<file path="config.mk">
export PLATFORM = sky130hd
export DESIGN_NAME = fer_sqrt
export DESIGN_NICKNAME = d
export VERILOG_FILES = /design/src/rtl/fer_sqrt.sv
export SDC_FILE = /design/constraint.sdc
export NUM_CORES = 2
export LEC_CHECK = 0
export BUFFER_PORTS_ARGS = -buffer_cell sky130_fd_sc_hd__buf_4
export CAP_MARGIN = 20
export CORE_MARGIN = 10
export CORE_UTILIZATION = 45
export CTS_BUF_LIST = sky130_fd_sc_hd__clkbuf_16
export CTS_CLUSTER_DIAMETER = 100
export CTS_CLUSTER_SIZE = 16
export DETAILED_ROUTE_END_ITERATION = 6
export PLACE_DENSITY_LB_ADDON = 0.05
export SETUP_SLACK_MARGIN = 0.2
export SLEW_MARGIN = 10
export SYNTH_ARGS = -nofsm -noshare
export SYNTH_HDL_FRONTEND = slang
export SYNTH_SLANG_ARGS = --single-unit
</file>
<file path="constraint.sdc">
create_clock -name clk -period 4.45 [get_ports clk]
set_clock_uncertainty 0.15 [all_clocks]
set_input_delay 0.6675 -clock clk [delete_from_list [all_inputs] [get_ports clk]]
set_output_delay 0.6675 -clock clk [all_outputs]
set_load 0.1 [all_outputs]
</file>
<file path="src/rtl/fer_sqrt.sv">
// Pipelined integer square root (floor), one root bit per stage.
// Radicand of 2*RW bits; sideband travels along.
// No package dependencies.
module fer_sqrt #(
	parameter int RW = 24,
	parameter int SW = 1
) (
	input  logic            clk,
	input  logic            arst_n,
	input  logic            en,
	input  logic            vld_i,
	input  logic [2*RW-1:0] n_i,
	input  logic [SW-1:0]   side_i,
	output logic            vld_o,
	output logic [RW-1:0]   root_o,
	output logic [SW-1:0]   side_o
);

	logic            vld_s  [0:RW];
	logic [RW+1:0]   rem_s  [0:RW];
	logic [RW-1:0]   root_s [0:RW];
	logic [2*RW-1:0] rad_s  [0:RW];
	logic [SW-1:0]   side_s [0:RW];

	assign vld_s[0]  = vld_i;
	assign rem_s[0]  = '0;
	assign root_s[0] = '0;
	assign rad_s[0]  = n_i;
	assign side_s[0] = side_i;

	for (genvar k = 1; k <= RW; k++) begin : g_step
		logic [RW+3:0] trial;
		logic [RW+3:0] cand;
		logic          ge;

		always_comb begin
			trial = {rem_s[k-1], rad_s[k-1][2*RW-1:2*RW-2]};
			cand  = {2'b00, root_s[k-1], 2'b01};
			ge    = trial >= cand;
		end

		always_ff @(posedge clk or negedge arst_n) begin
			if (!arst_n) begin
				vld_s[k] <= 1'b0;
			end else if (en) begin
				vld_s[k] <= vld_s[k-1];
			end
		end

		always_ff @(posedge clk) begin
			if (en) begin
				rem_s[k]  <= ge ? (RW+2)'(trial - cand) : trial[RW+1:0];
				root_s[k] <= {root_s[k-1][RW-2:0], ge};
				rad_s[k]  <= {rad_s[k-1][2*RW-3:0], 2'b00};
				side_s[k] <= side_s[k-1];
			end
		end
	end

	assign vld_o  = vld_s[RW];
	assign root_o = root_s[RW];
	assign side_o = side_s[RW];

endmodule
</file>
==> reports/results.ini <==
[critical_path]
startpoint_type_of_the_worst_setup_path=register
worst_ep_required_ns=4.75
critical_path_fanouts_max=31
timing.setup.critical_path_class=reg -> reg
r2r.worst_path.cells=9
category_of_the_worst_setup_path_capture_point=register
timing.reg2reg.setup_slack_ns=0.62
crit_arrival_ns=4.14

[finish]
synthToLayoutAreaGrowth_pct=10.07
area_of_all_placed_cells_without_fillers_um2=73700
nNetsFinal=5653
finalCoreUtilization=0.4985
post_route_cells_drive_above_1_share=0.07267
post_layout_nonfiller_instances=7229

[timing]
slew_viol_final=0
grt_setup_unrepaired=false
max_freq_mhz=260.8
worst-slew-pin-transition_ns=0.9838
fin_crit_sh=0.8618
hold_violations=0
setup-violations-final=0
period_needed_ns=3.835
finalSetupTns_ns=0
slew_headroom=0.3426

[yosys]
syn-cell-area_um2=66960
synthXorXnorAreaFrac=0.06004
synth_cell_type_count=89
synth-adder-area-share=0.06092
synth.mux.area_fraction=0.01351
asyncSetResetFlopFracSynth=0.01640
commonest_register_cell_after_synthesis=edfxtp_1
yosysSeqAreaShare=0.6543
netlist_instances=5060
postSynthRegisterBits=1463
main_combinational_cell_family_by_area_after_synthesis=simple AND/OR/NAND/NOR gates
post_synth.cell_area_avg_um2=13.23
yosys_warnings=0
postSynthNetCount=5439
synth-edff-count=1439
synthesized_area_fraction_occupied_by_ao_oa_aoi_and_oai_cells=0.08508
post_synth_and_or_nand_nor_area_fraction=0.09921

[detailed_routing]
drtPass1Iterations=6
vias_per_cell=5.247
ant_nets=0
drt-total-wl_um=124200
num_vias=37930
count_of_unresolved_drc_violations_after_routing=0
dr.first_iter.drc_count=2654
avgRoutedWirePerCell_um=17.18

[floorplan]
initial_standard_cell_utilization_of_the_core=0.4529
core_area_um2=147800
die-area_um2=164600
placement_rows=141
ioPinCount=79
die-width_um=405.7
die_y_um=405.7

[pwr]
pwr-share-seq=0.551
power_density_nw_per_um2=448.3
power_mw=33.04
netSwitchingPower_mw=9.015
vdd.ir_drop.worst_mv=0.3326
switching_fraction_of_total_power=0.2729
power.share.combinational=0.188
static-leakage-power_nw=28.20
cell_internal_pwr_mw=24.02
power.share.clock=0.262

[cts]
cts_tree=yes
insertion_delay_ns=0.74
tritoncts_num_sinks=1463
clock_tree.buffer_depth=3
worst_setup_hold_path_clk_slew_ns=0.07
cts_root_buffer=clkbuf_16
total_clock_buffers_created_by_cts=101
cts-htree-levels=3

[placed_design]
port-buffer-count=78
gpl.final_weighted_congestion=0.8302
post_dp_cell_area_um2=70380
detailed_place_hpwl_um=89860
dp_cells=7051

[global_route]
grt_max_degree=130
number_of_global_route_vias_before_repair=37080
globalRoute.totalOverflow=0
grt_usage=0.1481
antenna_violations_before_repair=1
grt_first_pass_wirelength_um=198600

[flow_run]
maxCapViolCount=0

[hold_path]
hold_path_class=in -> reg
whs_path_depth=2

[run_status]
status=complete, no violations

## cell usage in the layout (no fill, tap or decap), types with 125 or more instances in the layout
cell type and count:
edfxtp_1 1439, inv_1 407, nor2_1 339, ha_1 326
a21oi_1 312, nand2_1 306, xnor2_1 264, o21ai_0 215
xor2_1 195, nor3_1 135, buf_4 125
## worst max-delay path, stage by stage (launching register included)
cell and delay, ns:
edfxtp_1 0.39, ha_1 0.37, nor2b_1 0.15, o21a_1 0.18
o21ai_0 0.25, a21oi_1 0.27, a31oi_1 0.49, o221a_2 0.71
inv_1 0.26, mux2_2 0.34
## routing by layer
layer  share of wire  wire length (um)  track usage
met5        0.000056                 7            0
met4           0.024              3011      0.04436
met3           0.040              5024      0.02167
met2            0.48             59980       0.2503
met1            0.45             56180       0.1975
## final timing paths
kind / startpoint / to
max in group asynchronous: arst_n / vld_o
max reg2reg: g_step[19].trial[2] / g_step[20].trial[21]
max: g_step[19].trial[2] / g_step[20].trial[21]
min: n_i[46] / g_step[2].cand[2]
min in group asynchronous: arst_n / vld_s[5]
min reg2reg: rad_s[662] / rad_s[616]
## logic make-up (layout without fill, tap and decap cells)
group / count (synthesis) / in the layout
AO/OA/AOI/OAI: 926 / 926
XOR/XNOR: 459 / 459
flip-flops: 1463 / 1463
multiplexers: 81 / 81
buffers and inverters: 474 / 712
AND/OR/NAND/NOR: 1330 / 1330
other: 1 / 2
adder cells (fa/ha/maj): 326 / 326
## state kept, by name (all words and copies together), names as in the netlist
signal	count
root_o	24
side_o	1
g_step.trial	609
vld_s	23
vld_o	1
g_step.cand	276
rad_s	506
side_s	23
## area by class of cell
cell class,count,area [um2]
fillers,12820,74140
flip-flops and latches,1463,43810
multi-input cells,3123,21400
clock buffers,101,2527
well taps,1930,2415
repair buffers,192,1787
inverters,393,1475
clock inverters,26,286.5
diodes,1,2.502
## per-stage QoR
stage	hold WS (ns)	setup WS, ns
global placement	0.2501	0.7585
floorplan	0.2219	1.159
detailed placement	0.2545	0.7219
global route	0.03772	0.3967
finish	0.07769	0.6150
CTS	0.001516	0.6907
## power by group through the flow
stage | combinational, mW | clock, mW | sequential [mW]
2_1_floorplan | 4.54 | 0 | 18.2
3_3_place_gp | 6.11 | 0 | 18.5
3_5_place_dp | 6.15 | 0 | 18.5
4_1_cts | 6.22 | 9.08 | 18.2
5_1_grt | 6.97 | 9.55 | 18.4
6_report | 6.20 | 8.65 | 18.2
## timing repair
action | CTS | global route
gates resized for setup | 0 | 0
hold buffers | 50 | 0
endpoints found under the hold margin | 73 | 0
setup buffers | 0 | 0
## synthesized netlist by cell type, drive strengths merged (5+ instances only)
cell type,number,area share
nand4b,7,0.00092
xor2,195,0.026
o311ai,7,0.00092
edfxtp,1439,0.65
and3,28,0.0026
nor2b,61,0.0057
inv,393,0.022
o21ai,229,0.017
or4,24,0.0028
o21a,66,0.0074
mux2i,6,0.00090
a211oi,31,0.0035
o21bai,24,0.0027
nand4,58,0.0054
mux2,75,0.013
ha,326,0.061
nand2,307,0.017
nor4,63,0.0060
nor4b,6,0.00078
a31o,6,0.00078
and2,14,0.0013
nor2,340,0.019
o22ai,5,0.00047
a2111oi,7,0.0010
o31a,8,0.0010
o31ai,28,0.0031
clkbuf,64,0.0036
buf,17,0.0012
and4,6,0.00078
a21boi,17,0.0019
or3,50,0.0047
nor3,137,0.010
a21oi,312,0.023
a21o,106,0.012
o211ai,14,0.0017
or4b,5,0.00075
nand2b,79,0.0074
xnor2,264,0.035
nand3b,18,0.0024
a31oi,26,0.0025
dfrtp,24,0.0090
or2,32,0.0030
nor3b,9,0.0010
nand3,82,0.0063
No activity file was read; power rests on OpenSTA's default activity.
