File: src/rtl/fer_div.sv
// Pipelined unsigned restoring divider, one quotient bit per stage.
// Dividend is {rem_i, num_i} with rem_i below den_i; sideband travels along.
// No package dependencies.
module fer_div #(
	parameter int DW = 16,
	parameter int QW = 24,
	parameter int SW = 1
) (
	input  logic          clk,
	input  logic          arst_n,
	input  logic          en,
	input  logic          vld_i,
	input  logic [DW-1:0] rem_i,
	input  logic [QW-1:0] num_i,
	input  logic [DW-1:0] den_i,
	input  logic [SW-1:0] side_i,
	output logic          vld_o,
	output logic [QW-1:0] quo_o,
	output logic [SW-1:0] side_o
);

	logic          vld_s  [0:QW];
	logic [DW-1:0] rem_s  [0:QW];
	logic [QW-1:0] quo_s  [0:QW];
	logic [DW-1:0] den_s  [0:QW];
	logic [SW-1:0] side_s [0:QW];

	assign vld_s[0]  = vld_i;
	assign rem_s[0]  = rem_i;
	assign quo_s[0]  = num_i;
	assign den_s[0]  = den_i;
	assign side_s[0] = side_i;

	for (genvar k = 1; k <= QW; k++) begin : g_step
		logic [DW:0] trial;
		logic        ge;

		always_comb begin
			trial = {rem_s[k-1], quo_s[k-1][QW-1]};
			ge    = trial >= {1'b0, den_s[k-1]};
		end

		always_ff @(posedge clk or negedge arst_n) begin
			if (!arst_n) begin
				vld_s[k] <= 1'b0;
			end else if (en) begin
				vld_s[k] <= vld_s[k-1];
			end
		end

		always_ff @(posedge clk) begin
			if (en) begin
				rem_s[k]  <= ge ? DW'(trial - {1'b0, den_s[k-1]}) : trial[DW-1:0];
				quo_s[k]  <= {quo_s[k-1][QW-2:0], ge};
				den_s[k]  <= den_s[k-1];
				side_s[k] <= side_s[k-1];
			end
		end
	end

	assign vld_o  = vld_s[QW];
	assign quo_o  = quo_s[QW];
	assign side_o = side_s[QW];

endmodule

File: config.mk
export PLATFORM = sky130hd
export DESIGN_NAME = fer_div
export DESIGN_NICKNAME = d
export VERILOG_FILES = /design/src/rtl/fer_div.sv
export SDC_FILE = /design/constraint.sdc
export NUM_CORES = 2
export LEC_CHECK = 0
export BUFFER_PORTS_ARGS = -buffer_cell sky130_fd_sc_hd__buf_4
export CAP_MARGIN = 20
export CORE_ASPECT_RATIO = 1.1
export CORE_UTILIZATION = 50
export DETAILED_ROUTE_END_ITERATION = 6
export GPL_TIMING_DRIVEN = 0
export PLACE_DENSITY = 0.66
export SETUP_SLACK_MARGIN = 0.5
export SLEW_MARGIN = 20
export SYNTH_ARGS = -nofsm -noshare
export SYNTH_HDL_FRONTEND = slang
export SYNTH_SLANG_ARGS = --single-unit
File: constraint.sdc
create_clock -name clk -period 3.8 [get_ports clk]
set_input_delay 0.19 -clock clk [delete_from_list [all_inputs] [get_ports clk]]
set_output_delay 0.19 -clock clk [all_outputs]
set_load 0.02 [all_outputs]
==> impl_summary.txt <==
----------------------------------------------------
[Setup path]
  Bufs and invs on worst path ... 3
  Delay of the slowest cell on the worst path ... 0.42 ns
  Setup CP Type ... reg2reg
  Cell family with the largest share of critical-path delay ... compound AO/OA/AOI/OAI gates
  Crit start category ... flip-flop
  Crit path DAT ... 3.75 ns
  Critical Path Fanout Max ... 6
  CP Data Required Time ... 4.32 ns
  Kind of end point of the critical path ... flip-flop
  Critical-path cell with the highest stage delay ... sky130_fd_sc_hd__or4_1
  Crit path cell chain ... inv_2, ha_4, nor2b_4, o31a_1, o41ai_4, o211ai_2, a31oi_2, a21oi_1, or4_1, buf_6, buf_4, mux2_2

[Timing]
  Hold violation count in the final report ... 0
  Period Utilization, post-route ... 0.8513
  RSZ-0062 raised after global routing ... yes
  Clock skew ... 0.01936 ns
  Headroom to the max-slew limit ... 0.3923
  Max Fclk ... 309.1 MHz
  Endpoints failing setup ... 0
  Setup_tns ... 0 ns
  Slew Limit Fails ... 0
  Transition time at the pin with the least slew margin ... 0.9115 ns
  Min Tclk post-route ... 3.235 ns
  Worst-case setup margin in the final layout ... 0.5649 ns

[Synth]
  Combined area of all synthesized cells ... 0.06367 sq mm
  Main flop type after synthesis ... sky130_fd_sc_hd__edfxtp_1
  Register bit count reported by yosys ... 1360
  Net Count, Synth ... 5061
  Count of mapped cells out of synthesis ... 4593
  EDFF count, synth ... 1336
  Count of different cell masters after synthesis ... 80
  Sequential cell area fraction in the yosys report ... 0.6396
  Number of warnings reported in the yosys synthesis log ... 0
  Ys async rst share ... 0.01765
  Average cell area after synthesis ... 13.86 sq um

[Clock tree]
  Number of levels the H-tree was split into ... 4
  Sink count of the clock tree ... 1360
  Worst-Skew Late Latency ... 0.78 ns
  CTS Buf Count ... 147
  TritonCTS clock tree ... built
  Number of buffers on the longest clock path ... 3
  Buffer type at the clock tree root ... sky130_fd_sc_hd__clkbuf_16
  CTS clk-pin slew, worst paths ... 0.06 ns

[Die]
  CORE AREA ... 0.1256 sq mm
  Chip Width ... 342.2 um
  Starting Density ... 0.5070
  Die outline height ... 376.3 um
  Die Footprint ... 0.1288 sq mm
  Boundary Pins ... 87
  Std cell rows ... 136

[Power and ir drop]
  PwrDens ... 797.7 mW/mm^2
  Leakage power figure ... 28.29 nW
  Maximum vdd ir drop ... 0.5318 mV

[Route]
  Detailed Routing Iterations Pass 1 ... 7
  Routed WL per cell ... 17.08 um
  Antenna-violating nets left ... 0
  Final Routed Wirelength ... 114.6 mm
  First DRT Iteration DRCs ... 2066
  Per-cell via count in the routed design ... 5.360
  Vias ... 35960
  Detailed-route DRC error count ... 0

[Status]
  Outcome ... complete, no violations

[Run]
  Number of max-capacitance violations reported ... 0

[Placed design]
  Placed wire-length estimate after detailed placement ... 78.80 mm
  Final weighted congestion of routability-driven global placement ... 0.8688
  Count of input and output buffers ... 86
  Pre-CTS setup slack ... -0.3113 ns

[GRT]
  Global-route usage over all layers ... 0.1782
  Pin count of the biggest net entering global routing ... 165
  Number of antenna violations at the first check in global routing ... 0
  Via count of the first global-routing pass ... 36200
  Global-route wire length before repair ... 182.9 mm
  Total congestion overflow ... 0

[Hold path]
  Worst min-delay path class ... in2async

[Cells and area]
  Synth-to-layout area growth ... 14.23%
  Post-route core utilization ... 0.5791
  Count of inserted antenna diode cells ... 0
  Final Net Count ... 5405
  Share of layout cells above drive strength 1 ... 0.1481

----------------------------------------------------
[logic make-up after synthesis]
| kind of cell | after synthesis | synth area share |
|---|---|---|
| AO/OA/AOI/OAI | 864 | 0.08893 |
| XOR/XNOR | 243 | 0.03343 |
| adder cells (fa/ha/maj) | 407 | 0.08270 |
| buffers and inverters | 556 | 0.03526 |
| flip-flops | 1360 | 0.6396 |
| multiplexers | 319 | 0.05591 |
| AND/OR/NAND/NOR | 844 | 0.06420 |
[power breakdown]
group	internal [mW]	switching (mW)	total (mW)
clock	7.81	5.79	13.6
combinational	10.6	11.5	22.1
sequential	20.9	1.47	22.3
total	39.2	18.8	58.0
[stage by stage]
step | power, mW | std cells | area, sq um | hold slack (ns)
2_1_floorplan | 38.35 | 4593 | 63670 | -0.1056
3_3_place_gp | 43.39 | 6335 | 66380 | 0.09590
3_5_place_dp | 43.50 | 6344 | 66660 | 0.1039
4_1_cts | 58.24 | 6700 | 72450 | 0.05728
5_1_grt | 61.67 | 6708 | 72720 | 0.04172
6_report | 58.01 | 6708 | 72720 | 0.03165
[path summary, 6_finish.rpt]
check	slack, ns	endpoint	depth (start not counted)	startpoint
max in group asynchronous	3.42	vld_s[23]	3	arst_n
min reg2reg	0.41	quo_s[391]	0	quo_s[414]
max reg2reg	0.56	g_step[24].trial[5]	12	den_s[33]
max	0.56	g_step[24].trial[5]	12	den_s[33]
min in group clk	0.13	quo_s[564]	2	num_i[11]
min	0.03	vld_s[13]	3	arst_n
[flip-flops by register name, summed over array words and instances (netlist names)]
name / count
den_s: 368
g_step.trial: 391
quo_o: 24
quo_s: 529
side_o: 1
side_s: 23
vld_o: 1
vld_s: 23
[tightest hold or removal path, stage by stage]
cell and delay (ns):
sky130_fd_sc_hd__dlygate4sd3_1 0.53, sky130_fd_sc_hd__buf_4 0.10, sky130_fd_sc_hd__buf_2 0.43
[placed cells by master (no fill, tap or decap), types with 79 or more instances in the layout]
cell type,synthesis,final
sky130_fd_sc_hd__buf_4,31,148
sky130_fd_sc_hd__nor2_1,268,267
sky130_fd_sc_hd__o21ai_0,199,193
sky130_fd_sc_hd__nand2_1,177,177
sky130_fd_sc_hd__inv_1,481,480
sky130_fd_sc_hd__ha_1,384,382
sky130_fd_sc_hd__a21oi_1,231,222
sky130_fd_sc_hd__clkbuf_16,0,151
sky130_fd_sc_hd__xor2_1,79,79
sky130_fd_sc_hd__xnor2_1,164,164
sky130_fd_sc_hd__mux2_2,254,254
sky130_fd_sc_hd__o21a_1,91,91
sky130_fd_sc_hd__edfxtp_1,1336,1336
[cell usage after synthesis, drive strengths merged (70+ instances only)]
library cell  number  share of area
edfxtp          1336           0.63
inv              481          0.028
ha               384          0.075
mux2             272          0.049
nor2             268          0.016
a21oi            238          0.019
o21ai            207          0.016
nand2            177          0.010
xnor2            164          0.023
o21a              91          0.011
xor2              79          0.011
nor2b             70         0.0070
[routing by layer]
| layer | GRT usage | share of wire | vias up | routed length [um] |
|---|---|---|---|---|
| li1 | - | - | 17800 | - |
| met1 | 0.2150 | 0.42 | 17260 | 48030 |
| met2 | 0.3152 | 0.51 | 650 | 58300 |
| met3 | 0.02961 | 0.038 | 244 | 4322 |
| met4 | 0.07252 | 0.034 | 0 | 3896 |
| met5 | 0 | 0 | - | 0 |
[cell type report]
| cell class | instances | area, sq um |
|---|---|---|
| Fill cell | 9941 | 52860 |
| Tap cell | 1656 | 2072 |
| Timing Repair Buffer | 195 | 1873 |
| Clock buffer | 187 | 3881 |
| Sequential cell | 1360 | 40720 |
| Clock inverter | 77 | 723.2 |
| Inverter | 481 | 1805 |
| Buffer | 75 | 535.5 |
| Multi-Input combinational cell | 2677 | 21120 |
[timing repair]
item                                    in CTS  in global routing
endpoints found under the hold margin      155                  0
pin swaps                                   24                 16
cloned                                       0                  2
endpoints found under the setup margin     271                435
hold buffers                                60                  0
gates resized for setup                     63                 60
buffers inserted                            32                  6
Note: power is estimated with default switching activity, not from simulation.
